File: src/hw/rtl/shbm_pkg.sv
// ----------------------------------------------------------------------------
// shbm_pkg
// Shared widths, defaults and command codes of the histogram bin merge core.
// ----------------------------------------------------------------------------
package shbm_pkg;
   localparam int NumBinsDefault = 32;
   localparam int ValW  = 64;
   localparam int CntW  = 32;
   localparam int IdxW  = 5;
   localparam int SumW  = CntW + 1;
   localparam int ProdW = ValW + SumW - 1;
   localparam int NumW  = ProdW + 1;

   typedef enum logic {
      ACT_ADD  = 1'b0,
      ACT_READ = 1'b1
   } action_type;
endpackage

File: src/hw/rtl/shbm_divider.sv
// ----------------------------------------------------------------------------
// shbm_divider
// Restoring divider, one quotient bit per cycle, for the weighted mean.
// ----------------------------------------------------------------------------
module shbm_divider import shbm_pkg::*; (
   input  logic            clock,
   input  logic            reset,
   input  logic            go,
   input  logic [NumW-1:0] numer,
   input  logic [SumW-1:0] denom,
   output logic            done,
   output logic [ValW-1:0] quot
);
   localparam int StepW = $clog2(NumW + 1);

   logic [NumW-1:0]  num_ff, num_in;
   logic [SumW:0]    rem_ff, rem_in;
   logic [SumW-1:0]  den_ff, den_in;
   logic [NumW-1:0]  q_ff, q_in;
   logic [StepW-1:0] step_ff, step_in;
   logic             busy_ff, busy_in, done_ff, done_in;
   logic [SumW+1:0]  trial;
   logic [SumW+1:0]  shifted;

   always_comb begin
      num_in = num_ff; rem_in = rem_ff; den_in = den_ff; q_in = q_ff;
      step_in = step_ff; busy_in = busy_ff; done_in = 1'b0;
      shifted = {rem_ff, num_ff[NumW-1]};
      trial = shifted - {2'b00, den_ff};
      if (go) begin
         num_in = numer; den_in = denom; rem_in = '0; q_in = '0;
         step_in = StepW'(NumW); busy_in = 1'b1;
      end else if (busy_ff) begin
         num_in = {num_ff[NumW-2:0], 1'b0};
         if (!trial[SumW+1]) begin
            rem_in = trial[SumW:0];
            q_in = {q_ff[NumW-2:0], 1'b1};
         end else begin
            rem_in = shifted[SumW:0];
            q_in = {q_ff[NumW-2:0], 1'b0};
         end
         step_in = step_ff - 1'b1;
         if (step_ff == StepW'(1)) begin
            busy_in = 1'b0; done_in = 1'b1;
         end
      end
   end

   always_ff @(posedge clock) begin
      num_ff <= num_in; rem_ff <= rem_in; den_ff <= den_in; q_ff <= q_in;
      step_ff <= step_in;
      if (reset) begin
         busy_ff <= 1'b0; done_ff <= 1'b0;
      end else begin
         busy_ff <= busy_in; done_ff <= done_in;
      end
   end

   assign done = done_ff;
   assign quot = q_ff[ValW-1:0];
endmodule

File: config.mk
export PLATFORM = sky130hd
export DESIGN_NAME = shbm_divider
export DESIGN_NICKNAME = d
export VERILOG_FILES = /design/src/hw/rtl/shbm_pkg.sv /design/src/hw/rtl/shbm_divider.sv
export SDC_FILE = /design/constraint.sdc
export NUM_CORES = 1
export LEC_CHECK = 0
export BUFFER_PORTS_ARGS = -buffer_cell sky130_fd_sc_hd__buf_2
export CAP_MARGIN = 15
export CORE_MARGIN = 3
export CORE_UTILIZATION = 45
export DETAILED_ROUTE_END_ITERATION = 16
export PLACE_DENSITY_LB_ADDON = 0.05
export SYNTH_ARGS = -nofsm -noshare
export SYNTH_HDL_FRONTEND = slang
export SYNTH_SLANG_ARGS = --single-unit
File: constraint.sdc
create_clock -name clock -period 7.99 [get_ports clock]
set_input_delay 1.1985 -clock clock [delete_from_list [all_inputs] [get_ports clock]]
set_output_delay 1.1985 -clock clock [all_outputs]
set_load 0.02 [all_outputs]
# Yosys cells after proc, flatten, opt, wreduce, memory -nomap -nowiden
# Cells that the tools add are included.
# Widths: inputs -> output; s select.
[word_totals] register_bits=237 in_bits=133 output_inout_bits=65 word_cells=21
[op_classes] n_addsub=2 eq_ne=1 muxes=8 n_bitwise=1 n_reduce_logical=2
[ops] op="$mux 97" count=2
[ops] op="$sub 35x33->35" count=1
[ops] op="$mux 34" count=1
[ops] op="$eq 7x1->1 const B" count=1
[ops] op="$sub 7x1->7 const B" count=1
[ops] op="$mux 1" count=5
[ops] op="$reduce_or 3->1" count=1
[ops] op="$reduce_bool 2->1" count=1
[ops] op="$not 1->1" count=1

# Logic depth before layout (Yosys ltp)
[logic_depth] word_depth=4 depth_mapped=14 ltp_nobuf=12

# Worst setup path before layout
# Ideal clock, no wire load.
[synth_timing] path_type="input -> register" from="in go" to="reg num_ff[0] (enable)" arrival_time_ps=3698 t_required_ps=7540 path_slack_ps=3842 path_stages=4 n_path_buf=2 cell_sequence="clkbuf_1 nor2_1 clkbuf_1 inv_1"
[synth_via] elab_chain_cells=1
[synth_lines] element="start, declared" line="shbm_divider.sv:8" rtl="input logic go,"
[synth_lines] element="$reduce_bool 2->1 (no source line)"
[synth_lines] element="end signal, assigned" line="shbm_divider.sv:50" rtl="num_ff <= num_in; rem_ff <= rem_in; den_ff <= den_in; q_ff <= q_in;"
[synth_lines] element="end, declared" line="shbm_divider.sv:16" rtl="logic [NumW-1:0] num_ff, num_in;"
# Every way passes these cells.
# A chain may end at the register's enable or synchronous reset.

# Worst setup path after layout
[layout_timing] from="reg num_ff[96]" to="reg rem_ff[33]"
[layout_via] elab_chain_cells=2
[layout_lines] element="$sub 35x33->35" line="shbm_divider.sv:29" rtl="trial = shifted - {2'b00, den_ff};"
[layout_lines] element="$mux 34" line="shbm_divider.sv:35" rtl="if (!trial[SumW+1]) begin"
[layout_lines] element="end signal, assigned" line="shbm_divider.sv:50"
[layout_lines] element="end, declared" line="shbm_divider.sv:17" rtl="logic [SumW:0] rem_ff, rem_in;"
# Every way passes these cells.

==> out/summary.txt <==
Core box area: 0.02382 mm^2
Worst-Skew Late Latency: 0.54 ns
Top cell type by total area after synthesis: edfxtp_1
Slew @ Worst Pin: 1.061 ns
Die Y-Extent: 162.9 um
Worst-path clk slew: 0.06 ns
Hold Fails Final Rpt: 0
WS Path Type: reg2reg
Arrival time of the worst setup path: 4.39 ns
Max Clk Rate: 253.6 MHz
Status: complete, no violations
Final max-slew violation count: 0
Mux contribution to synthesized area: 16.25%
Layout cells sized above 1: 32.00%
RSZ-0062 raised after global routing: false
# resized after CTS: 0
Syn Area/Cell: 11.78 um^2
Hold_buf cts: 0
Worst IR Drop VDD: 0.1481 mV
Area growth syn-to-layout: 19.79%
Slew margin rel.: 29.19%
DR pass1 iterations: 5
Seq/Total Area, Yosys: 54.54%
Synth top area cells: edfxtp_1 35%, dfxtp_1 19%, mux2_2 9.8%, mux2i_1 6.5%, ha_1 4.0%
Post CTS Setup Buffer Count: 0
Number of CTS-inserted buffers: 27
Largest net degree at the start of global routing: 110
Share of the synthesized area in the top cell type: 35.22%
Synth Area in XOR/XNOR: 2.822%
Worst Path Required: 8.43 ns
Filler Cell Count: 2130
Via Count: 7438
Most common cell in the synthesized netlist: edfxtp_1
Initial antenna violation count: 8
Synth cell types: 66
Register bit count reported by yosys: 237
Initial DRC Count: 386
Setup tns final: 0 ns
CTS tree: done
Main combinational cell family by area after synthesis: multiplexers
MaxCap Viol Count: 0
Startpoint Class: flip-flop
RePlAce Congestion: 0.7610
Setup WS pre-CTS: 4.036 ns
GRT overflow: 0
Clock buffer depth: 3
Root Buffer: clkbuf_16
DRC viols: 0
DIE AREA: 0.02655 mm^2
Final Critical Period: 3.943 ns
Leakage power figure: 5.601 nW
Cell Rows: 56
Total power: 3.143 mW
Setup Skew: 0.01642 ns
First-pass GRT wire length: 37020 um
Ys async rst share: 0%
Post-route clock period utilization: 49.35%
H-tree level count: 1
Pint: 2.347 mW
Post-Syn Instances: 941
WHS: 0.4695 ns
Critical Path End Type: flip-flop
Post-Synth Adder-Cell Area: 4.131%
Clock network fraction of total power: 41.2%
Starting density of the core: 46.53%
Antenna Nets Post-Route: 0
Final setup vio count: 0
Switch Pwr: 0.7960 mW
Simple-Gate Fraction of Synth Area: 9.764%
Synth warn: 0
Die W: 162.9 um
Comb pwr share: 13.5%
Number of cells after detailed placement: 1416
Seq pwr share: 45.3%
Final #Nets: 1295
IO Port Bufs: 197
Syn nets: 1110
Vias in the first global route: 7332
Routed WL per cell: 15.60 um
Total global-route track usage: 16.86%
Io pins: 198
Final worst slack: 4.047 ns
Top cells by count, synth: 130 x edfxtp_1, 109 x nor2_1, 107 x dfxtp_1, 96 x mux2_2, 72 x mux2i_1
Post-DP HPWL: 15130 um
Synth Cell Area: 0.01108 mm^2
Fin cells: 1469
DRT Wirelength: 22920 um
Sw frac: 25.33%
Top_reg_cell synth: edfxtp_1
PwrDens: 236.7 mW/mm^2
Hold crit path type: reg2reg
Crit Path Max Fanout: 18
Post-synth EDFFs: 130
CTS Sinks: 237
Via/cell ratio: 5.063
Compound-cell area share of the yosys netlist: 9.098%
worst max-delay path, cell delays in order, from the launching register on:
cell and delay (ns):
edfxtp_1 0.34, inv_1 0.04, ha_1 0.21, fa_1 0.40, nand2b_1 0.17, a21o_1 0.20, a211oi_2 0.34, o311ai_2 0.19
a211oi_2 0.39, a31oi_4 0.18, xor2_2 0.86, o21ai_0 0.23, a311oi_1 0.27
power groups by stage:
stage	clock network, mW	logic (mW)	registers [mW]
2_1_floorplan	0	0.336	1.44
3_3_place_gp	0	0.422	1.45
3_5_place_dp	0	0.426	1.45
4_1_cts	1.33	0.427	1.43
5_1_grt	1.38	0.476	1.43
6_report	1.29	0.424	1.43
flip-flops by register name, summed over array words and instances, names as in the netlist:
register  flops
busy_ff       1
rem_ff       34
q_ff         64
done          1
num_ff       97
step_ff       7
den_ff       33
area by class of cell:
cell class | count | area [um^2] | share of cell area (%)
flip-flops and latches | 237 | 6050 | 45.56
multi-input cells | 614 | 4674 | 35.21
repair buffers | 203 | 1040 | 7.831
clock buffers | 33 | 739.5 | 5.569
well taps | 319 | 399.1 | 3.006
clock inverters | 17 | 203.9 | 1.536
inverters | 43 | 163.9 | 1.234
diodes | 3 | 7.507 | 0.05654
cells by family after synthesis:
family / count (synthesis)
AOI/OAI and AO/OA: 133
adders and majority gates: 36
buffers and inverters: 90
xor gates and xnor gates: 34
and+or+nand+nor: 243
DFF: 237
muxes: 168
through the flow:
| step | cell area, um^2 | util (%) |
|---|---|---|
| finish | 13280 | 55.74 |
| CTS | 13270 | 55.70 |
| global route | 13280 | 55.72 |
| global placement | 12330 | 51.74 |
| detailed placement | 12330 | 51.74 |
| floorplan | 11080 | - |
cell usage in the layout (no fill, tap or decap), drive strengths merged, types with 25 or more instances in the layout:
master / count
a21oi: 28
clkbuf: 34
buf: 202
mux2i: 72
nor2: 109
dfxtp: 107
ha: 35
mux2: 96
inv: 48
nand2: 69
edfxtp: 130
o21ai: 25
path summary, 6_finish.rpt:
kind | from | end | slack (ns) | cells past startpoint
setup / recovery | num_ff[96] | rem_ff[33] | 4.05 | 12
hold / removal | rem_ff[31] | rem_ff[31] | 0.47 | 2
setup reg to reg | num_ff[96] | rem_ff[33] | 4.05 | 12
hold reg to reg | rem_ff[31] | rem_ff[31] | 0.47 | 2
per-layer routing:
layer  vias up  GRT usage (%)  share of wire [%]  routed length (um)
met1      3441          23.23                 46               10580
met5         -              0               0.20                  45
met4        10          4.421                2.4                 557
met3        42          5.595                7.7                1766
li1       3773              -                  -                   -
met2       172          25.71                 43                9969
(Power assumes the default switching activity.)
